`src/rtl/bitmap_block_allocator_defines.svh`:
```
// Assertion macros used by the bitmap block allocator top level.
`ifndef BITMAP_BLOCK_ALLOCATOR_DEFINES_SVH
`define BITMAP_BLOCK_ALLOCATOR_DEFINES_SVH

`ifndef NO_ASSERTIONS
`define BBA_ASSERT(name, prop) \
  name: assert property (@(posedge clk_i) disable iff (!rst_ni) prop) \
    else $error("bitmap_block_allocator: check failed");
`define BBA_ASSERT_ALWAYS(name, prop) \
  name: assert property (@(posedge clk_i) prop) \
    else $error("bitmap_block_allocator: check failed");
`else
`define BBA_ASSERT(name, prop)
`define BBA_ASSERT_ALWAYS(name, prop)
`endif

`endif

```
`src/rtl/bba_pkg.sv`:
```
// Shared constants, types and command codes of the bitmap block allocator.
`timescale 1ns / 1ps
`default_nettype none

package bba_pkg;

  localparam int MAX_BLOCKS = 4096;
  localparam int WORD_BITS  = 32;
  localparam int MAP_WORDS  = (MAX_BLOCKS + WORD_BITS - 1) / WORD_BITS;
  localparam int GROUP_SIZE = 8;
  localparam int GROUPS     = MAP_WORDS / GROUP_SIZE;

  localparam int IDX_W     = $clog2(MAX_BLOCKS);
  localparam int CNT_W     = IDX_W + 1;
  localparam int BIT_W     = $clog2(WORD_BITS);
  localparam int WADDR_W   = $clog2(MAP_WORDS);
  localparam int GRP_SEL_W = $clog2(GROUP_SIZE);
  localparam int GRP_W     = $clog2(GROUPS);
  localparam int STATUS_W  = 2;

  typedef logic [IDX_W-1:0]     blk_idx_t;
  typedef logic [CNT_W-1:0]     blk_cnt_t;
  typedef logic [BIT_W-1:0]     bit_sel_t;
  typedef logic [WADDR_W-1:0]   word_addr_t;
  typedef logic [GRP_SEL_W-1:0] grp_sel_t;
  typedef logic [GRP_W-1:0]     grp_t;
  typedef logic [WORD_BITS-1:0] map_word_t;
  typedef logic [STATUS_W-1:0]  status_t;

  localparam logic CMD_ALLOC = 1'b0;
  localparam logic CMD_FREE  = 1'b1;

  localparam status_t STATUS_OK    = 2'd0;
  localparam status_t STATUS_FULL  = 2'd1;
  localparam status_t STATUS_RANGE = 2'd2;

  localparam blk_cnt_t BLOCKS_RESET = CNT_W'(MAX_BLOCKS);

  // What the datapath does when a request finishes.
  typedef enum logic [1:0] {
    COMMIT_NONE,
    COMMIT_WORD,
    COMMIT_FULL,
    COMMIT_RANGE
  } commit_e;

  typedef struct packed {
    logic    capture;
    logic    scan_step;
    logic    read_word;
    commit_e commit;
  } dp_cmd_t;

  typedef struct packed {
    logic req_free;
    logic range_err;
    logic grp_hit;
    logic grp_last;
    logic out_free;
  } dp_sts_t;

endpackage

`default_nettype wire

```
`src/rtl/bba_ctrl.sv`:
```
// Controller state machine sequencing scan, read and update of each request.
`timescale 1ns / 1ps
`default_nettype none

module bba_ctrl (
  input  wire                   clk_i,
  input  wire                   rst_ni,
  input  wire                   in_valid_i,
  output logic                  in_ready_o,
  input  wire bba_pkg::dp_sts_t sts_i,
  output bba_pkg::dp_cmd_t      cmd_o
);

  localparam logic [2:0] S_IDLE     = 3'd0;
  localparam logic [2:0] S_DISPATCH = 3'd1;
  localparam logic [2:0] S_SCAN     = 3'd2;
  localparam logic [2:0] S_WAIT     = 3'd3;
  localparam logic [2:0] S_WRITE    = 3'd4;
  localparam logic [2:0] S_FULL     = 3'd5;
  localparam logic [2:0] S_RANGE    = 3'd6;

  logic [2:0] state_q, state_d;

  always_comb begin
    state_d         = state_q;
    in_ready_o      = 1'b0;
    cmd_o.capture   = 1'b0;
    cmd_o.scan_step = 1'b0;
    cmd_o.read_word = 1'b0;
    cmd_o.commit    = bba_pkg::COMMIT_NONE;
    unique case (state_q)
      S_IDLE: begin
        in_ready_o = 1'b1;
        if (in_valid_i) begin
          cmd_o.capture = 1'b1;
          state_d       = S_DISPATCH;
        end
      end
      S_DISPATCH: begin
        if (sts_i.req_free) begin
          if (sts_i.range_err) begin
            state_d = S_RANGE;
          end else begin
            cmd_o.read_word = 1'b1;
            state_d         = S_WAIT;
          end
        end else begin
          state_d = S_SCAN;
        end
      end
      S_SCAN: begin
        if (sts_i.grp_hit) begin
          cmd_o.read_word = 1'b1;
          state_d         = S_WAIT;
        end else if (sts_i.grp_last) begin
          state_d = S_FULL;
        end else begin
          cmd_o.scan_step = 1'b1;
        end
      end
      S_WAIT: begin
        state_d = S_WRITE;
      end
      S_WRITE: begin
        if (sts_i.out_free) begin
          cmd_o.commit = bba_pkg::COMMIT_WORD;
          state_d      = S_IDLE;
        end
      end
      S_FULL: begin
        if (sts_i.out_free) begin
          cmd_o.commit = bba_pkg::COMMIT_FULL;
          state_d      = S_IDLE;
        end
      end
      S_RANGE: begin
        if (sts_i.out_free) begin
          cmd_o.commit = bba_pkg::COMMIT_RANGE;
          state_d      = S_IDLE;
        end
      end
      default: begin
        state_d = S_IDLE;
      end
    endcase
  end

  always_ff @(posedge clk_i or negedge rst_ni) begin
    if (!rst_ni) begin
      state_q <= S_IDLE;
    end else begin
      state_q <= state_d;
    end
  end

endmodule

`default_nettype wire

```
`config.mk`:
```
export PLATFORM = sky130hd
export DESIGN_NAME = bba_ctrl
export DESIGN_NICKNAME = d
export VERILOG_FILES = /design/src/rtl/bitmap_block_allocator_defines.svh /design/src/rtl/bba_pkg.sv /design/src/rtl/bba_ctrl.sv
export SDC_FILE = /design/constraint.sdc
export NUM_CORES = 1
export LEC_CHECK = 0
export ABC_AREA = 1
export BUFFER_PORTS_ARGS = -buffer_cell sky130_fd_sc_hd__buf_4
export CAP_MARGIN = 20
export CORE_AREA = 5 5 42 44
export CTS_BUF_LIST = sky130_fd_sc_hd__clkbuf_4 sky130_fd_sc_hd__clkbuf_8 sky130_fd_sc_hd__clkbuf_16
export DETAILED_ROUTE_END_ITERATION = 10
export DIE_AREA = 0 0 47 49
export PLACE_DENSITY = 0.41
export SLEW_MARGIN = 15
export SYNTH_ARGS = -nofsm -noshare
export SYNTH_HDL_FRONTEND = slang
export SYNTH_SLANG_ARGS = --single-unit
```
`constraint.sdc`:
```
create_clock -name clk_i -period 1.22 [get_ports clk_i]
set_clock_uncertainty 0.1 [all_clocks]
set_input_delay 0.305 -clock clk_i [delete_from_list [all_inputs] [get_ports clk_i]]
set_output_delay 0.305 -clock clk_i [all_outputs]
set_load 0.01 [all_outputs]
```
## Word level (Yosys, flattened, before mapping)

Index checks and enable logic that the tools add are counted.

| storage, ports and cells | value |
|---|---|
| input port bits | 8 |
| register bits | 3 |
| output and inout port bits | 6 |

| operators by class | value |
|---|---|
| eq/ne operators | 9 |
| mux-type cells | 21 |
| reduce and logical (&&, ||, !) cells | 3 |

Operators by type and width:

| kind | count |
|---|---|
| 2-to-1 mux 3 bit | 6 |
| one-hot mux 3 bit (5 select lines) | 1 |
| 2-to-1 mux 1 bit | 10 |
| equality test 3 bit (second input constant) | 3 |
| equality test 3 x 2 -> 1 bit (second input constant) | 2 |
| one-hot mux 2 bit (3 select lines) | 1 |
| 2-to-1 mux 2 bit | 2 |
| equality test 3 x 1 -> 1 bit (second input constant) | 1 |
| zero test 3 bit | 1 |
| != test 3 bit (second input constant) | 1 |
| AND reduction 3 bit | 1 |
| OR reduction 3 bit | 1 |
| != test 2 x 1 -> 1 bit (second input constant) | 1 |
| != test 2 bit (second input constant) | 1 |
| one-hot mux 1 bit (2 select lines) | 1 |

## Depth between registers and ports, before layout

Gate-level depths: netlist of run 1.

| logic depth | value |
|---|---|
| word-level depth | 4 |
| depth in mapped cells | 6 |
| mapped depth without buffers | 6 |

## Worst setup path before layout of run 1

No wires, ideal clock.

| timing | value |
|---|---|
| path kind | register to output |
| start | register state_q[2] |
| end | output cmd_o[1] (netlist name) |
| cell stages (with the launch flop) | 3 |
| path buffers | 0 |
| setup slack | -0.121 ns |
| arrival | 0.936 ns |
| path through | dfrtp_1 inv_1 nor4_1 |

RTL lines:

| item | RTL line | text |
|---|---|---|
| start: declaration | bba_ctrl.sv:22 | `logic [2:0] state_q, state_d;` |
| start signal: assignment | bba_ctrl.sv:92 | `state_q <= state_d;` |
| end: declaration | bba_ctrl.sv:11 | `output bba_pkg::dp_cmd_t cmd_o` |

==> metrics.csv, run 1 <==
metric,value,unit
fin_crit_sh,1.29,
io_pins,14,
slowest_stage,dfrtp_2,
grt_pass1_vias,379,
root_buffer,clkbuf_4,
clockBufferDepth,2,
p_leak,0.000376,uW
power.internal,895,uW
clock_latency,0.24,ns
max_freq,0.635,GHz
grt_setup_unrepaired,true,
ant_nets,0,
fp.dieArea,2300,sq um
max_stage_delay,0.46,ns
final_common_cell,buf_4,
place.gp.congestion,0.749,
antenna_found_initial,0,
grt_max_degree,8,
gr-usage-all-layers,0.0932,
critPathMaxFanout,6,
cts_buffers,3,
largest-register,state_q,
setup_violations,9,
drtIter0Drc,6,
period_needed,1.57,ns
synthesis.nets,57,
reg2reg_setup_slack,-0.10,ns
finalMaxSlewViolations,0,
antennaDiodeCount,0,
worst_slew_pin_slew,0.180,ns
p_sw,657,uW
setup_tns,-2.05,ns
largest_reg_flops,3,
vdd_ir_drop_max,1.02,mV
clkPwrFrac,0.130,
via_count,424,
crit_type,register to output port,
avgSynthCellArea,5.72,sq um
netlist_instances,49,
post-place-ws,-0.167,ns
reg.largest.list,state_q (3),
grt_overflow,0,
r2r_cells,8,
yosysSeqAreaShare,0.268,
clk_pin_slew_worst_paths,0.04,ns
reg2reg_to,state_q[0],
portBuffers,13,
final_cell_mix,"buf_4 (26), nand2_1 (11), inv_1 (8)",
pwr-share-comb,0.703,
violations,setup timing,
power_frac_seq,0.167,
die_w,47,um
drive_above_1_share,0.671,
worstHoldPathType,input port to asynchronous set/reset pin,
hold_violations,0,
yosys_warnings,0,
startpoint_type,register,
htree_levels,1,
crit_chain,"nor2_4, nand2_4, o21ai_2, buf_4",
synth_seq_cells,3,
via_per_inst,4.20,
p_total,1550,uW
start_util,0.200,
arrival,1.17,ns
swShare,0.423,
max_cap_violations,0,
cts_sinks,3,
worst_slack,-0.355,ns
grt_pass1_wl,1.53,mm
powerDensity,2280,nW/um^2
r2r_start,state_q[0],
crit_path_end_kind,output port,
slew_headroom,0.879,
core_area,1400,sq um
cts_tree,built,
rows,14,
drc_errors,0,
area_growth,143,%
fin_nets,94,
wl_per_cell,9.36,um
chipHeight,49,um
status,"finished, violations left",
syn_area,280,sq um
wl,945,um
synth_cell_types,11,
worstPathRequired,0.81,ns
firstDrtPassIters,5,
-- worst max-delay path: cells and delay by family (launching register included) --
family                 cells  cell delay (ns)
DFF                        1             0.46
buffers and inverters      1             0.13
AOI/OAI and AO/OA          1             0.11
and+or+nand+nor            2             0.24
-- through the flow --
step | instances | hold slack (ns) | util | instance area (sq um)
final | 101 | 0.288 | 0.486 | 681
after global placement | 89 | -0.00414 | 0.354 | 495
after CTS | 97 | 0.283 | 0.442 | 619
after detailed placement | 89 | -0.00374 | 0.354 | 495
after global routing | 101 | 0.317 | 0.486 | 681
after floorplan | 49 | -0.0906 | - | 295
-- worst max path at each step --
stage / startpoint / to / slack (ns) / cells past startpoint
2_1_floorplan: state_q[2] / cmd_o[1] / -0.03 / 2
3_3_place_gp: state_q[0] / cmd_o[2] / -0.15 / 5
3_5_place_dp: state_q[0] / cmd_o[2] / -0.17 / 5
4_1_cts: state_q[2] / cmd_o[1] / -0.35 / 3
5_1_grt: state_q[0] / cmd_o[2] / -0.40 / 4
6_report: state_q[0] / cmd_o[2] / -0.35 / 4
-- synthesized netlist by cell type (all sizes together) --
cell type | number | share of area
nand2 | 14 | 0.20
inv | 11 | 0.15
nand3 | 9 | 0.18
nor2 | 8 | 0.13
dfrtp | 3 | 0.27
o21ai | 2 | 0.036
nor3 | 1 | 0.018
nor4 | 1 | 0.022
-- cells by family (layout without fill, tap and decap cells) --
| kind of cell | Yosys count | in the layout | synth area share |
|---|---|---|---|
| buffers and inverters | 11 | 47 | 0.147 |
| DFF | 3 | 3 | 0.268 |
| AOI/OAI and AO/OA | 2 | 2 | 0.0357 |
| and+or+nand+nor | 33 | 33 | 0.549 |
-- power by group through the flow --
stage	Combinational [uW]	Sequential [uW]	Clock (uW)
after floorplan	372	210	0
after global routing	1210	266	213
final	1090	259	202
after detailed placement	739	208	0
after global placement	744	209	0
after CTS	965	251	210
-- final cells by class --
type | count | area (sq um)
fill | 153 | 721
timing repair buffer | 32 | 262
multi-input combinational | 35 | 246
sequential | 3 | 78.8
inverter | 11 | 43.8
clock buffer | 4 | 30.0
tap | 16 | 20.0
-- per-layer routing --
metal  wire [um]  vias to the layer above  global-route usage
met4          27                        0              0.0691
met2         468                        8               0.131
met3          51                        4              0.0221
li1            -                      221                   -
met5           0                        -                   0
met1         398                      191               0.117
-- repair_timing --
| item | 4_1_cts | 5_1_grt |
|---|---|---|
| endpoints found under the setup margin | 9 | 9 |
| hold buffers | 1 | 0 |
| setup buffers | 4 | 4 |
| pin swaps | 2 | 4 |
| endpoints found under the hold margin | 3 | 0 |
| resized for setup | 20 | 8 |
(Power assumes the default switching activity.)
==> run 2, diff against run 1 <==
--- a/config.mk
+++ b/config.mk
@@ -8,10 +8,10 @@
 export ABC_AREA = 1
 export BUFFER_PORTS_ARGS = -buffer_cell sky130_fd_sc_hd__buf_4
 export CAP_MARGIN = 20
-export CORE_AREA = 5 5 42 44
+export CORE_AREA = 3 3 40 42
 export CTS_BUF_LIST = sky130_fd_sc_hd__clkbuf_4 sky130_fd_sc_hd__clkbuf_8 sky130_fd_sc_hd__clkbuf_16
 export DETAILED_ROUTE_END_ITERATION = 10
-export DIE_AREA = 0 0 47 49
+export DIE_AREA = 0 0 43 45
 export PLACE_DENSITY = 0.41
 export SLEW_MARGIN = 15
 export SYNTH_ARGS = -nofsm -noshare
==> metrics.csv, run 2 (synthesis results as in run 1) <==
metric,value,unit,change
status,"finished, violations left",,
violations,setup timing,,
final_common_cell,buf_4,,
clk_pin_slew_worst_paths,0.04,ns,about the same
area_growth,123,%,
max_cap_violations,0,,unchanged
p_leak,0.000351,uW,-6.8%
final_cell_mix,"buf_4 (23), nand2_1 (12), inv_1 (8)",,
vdd_ir_drop_max,1.08,mV,+6.0%
p_total,1390,uW,-10%
worst_slew_pin_slew,0.189,ns,+0.00879 ns
cts_tree,built,,
place.gp.congestion,0.815,,+8.7%
worst_slack,-0.345,ns,+0.0100 ns
slew_headroom,0.873,,-0.00591
reg.largest.list,state_q (3),,
worstPathRequired,0.81,ns,about the same
hold_violations,0,,unchanged
cts_sinks,3,,unchanged
worstHoldPathType,input port to asynchronous set/reset pin,,
drc_errors,0,,unchanged
clockBufferDepth,2,,unchanged
startpoint_type,register,,
powerDensity,2220,nW/um^2,-2.6%
chipHeight,45,um,-8.2%
holdWs,0.289,ns,+0.000614 ns
via_per_inst,4.03,,-4.0%
largest_reg_flops,3,,unchanged
root_buffer,clkbuf_4,,
hpwl,629,um,
core_area,1280,sq um,-8.3%
die_w,43,um,-8.5%
firstDrtPassIters,2,,-3
period_needed,1.56,ns,-0.0100 ns
setup_violations,9,,unchanged
fp.dieArea,1940,sq um,-16%
cts_buffers,3,,unchanged
crit_path_end_kind,output port,,
crit_type,register to output port,,
antennaDiodeCount,0,,unchanged
htree_levels,1,,unchanged
grt_pass1_vias,377,,-0.53%
grt_setup_unrepaired,true,,
arrival,1.16,ns,about the same
wl,822,um,-13%
start_util,0.218,,+0.0181
gr-usage-all-layers,0.0901,,-0.00308
wl_per_cell,8.56,um,-8.5%
clock_latency,0.23,ns,about the same
grt_pass1_wl,1.34,mm,-13%
max_freq,0.639,GHz,+0.64%
fin_nets,90,,-4.3%
ant_nets,0,,unchanged
largest-register,state_q,,
io_pins,14,,unchanged
rows,13,,-1
antenna_found_initial,0,,unchanged
portBuffers,13,,unchanged
critPathMaxFanout,6,,unchanged
drtIter0Drc,3,,-3
finalMaxSlewViolations,0,,unchanged
fin_crit_sh,1.28,,-0.00823
grt_max_degree,7,,-1
dpl.cell_count,87,,-2.2%
drive_above_1_share,0.617,,-0.0533
grt_overflow,0,,unchanged
final_cells,96,,-5.0%
via_count,387,,-8.7%
n_fill_cell,133,,-13%
[run 2: per-layer routing]
metal	share of wire	vias to the layer above	track usage
met4	0	0	0.0723
met5	0	-	0
met3	0.061	0	0
met1	0.43	163	0.107
li1	-	215	-
met2	0.51	9	0.156
[run 2: through the flow]
stage                     setup slack (ns)  cell area, sq um  setup TNS (ns)   util
after floorplan                    -0.0260               295         -0.0260      -
after global placement              -0.131               487          -0.842  0.379
after detailed placement            -0.164               487          -0.922  0.379
after CTS                           -0.358               592           -2.04  0.461
after global routing                -0.428               626           -2.68  0.487
final                               -0.345               626           -1.94  0.487
[run 2: worst paths after layout]
path | from | end | slack, ns | cells after the start
hold reg to reg | state_q[0] | state_q[0] | 0.52 | 2
max in group asynchronous | rst_ni | state_q[1] | 0.63 | 2
hold / removal | rst_ni | state_q[2] | 0.29 | 2
setup reg to reg | state_q[1] | state_q[0] | -0.07 | 7
setup / recovery | state_q[0] | cmd_o[0] | -0.34 | 3
min in group clk_i | sts_i[3] | state_q[0] | 0.39 | 6
[run 2: timing repair]
item,4_1_cts,5_1_grt
buffers inserted,3,1
resized for setup,13,8
pin swaps,0,1
hold endpoints to repair,3,0
setup endpoints to repair,9,9
hold buffers,1,0
[run 2: worst max-delay path, stage by stage, from the launching register on]
cell     delay, ns
dfrtp_2       0.46
buf_4         0.17
nor3_4        0.18
buf_6         0.12
[run 2: final cells by class]
cell class | instances | area, sq um | area share
multi-input combinational | 35 | 230 | 0.368
tap | 15 | 18.8 | 0.0300
timing repair buffer | 28 | 228 | 0.364
sequential | 3 | 77.6 | 0.124
inverter | 11 | 41.3 | 0.0660
clock buffer | 4 | 30.0 | 0.0480
[run 2: where the power goes]
group          total [uW]  switching [uW]  internal, uW
Sequential            254            99.1           154
Combinational         941             446           495
Clock                 195            50.2           145
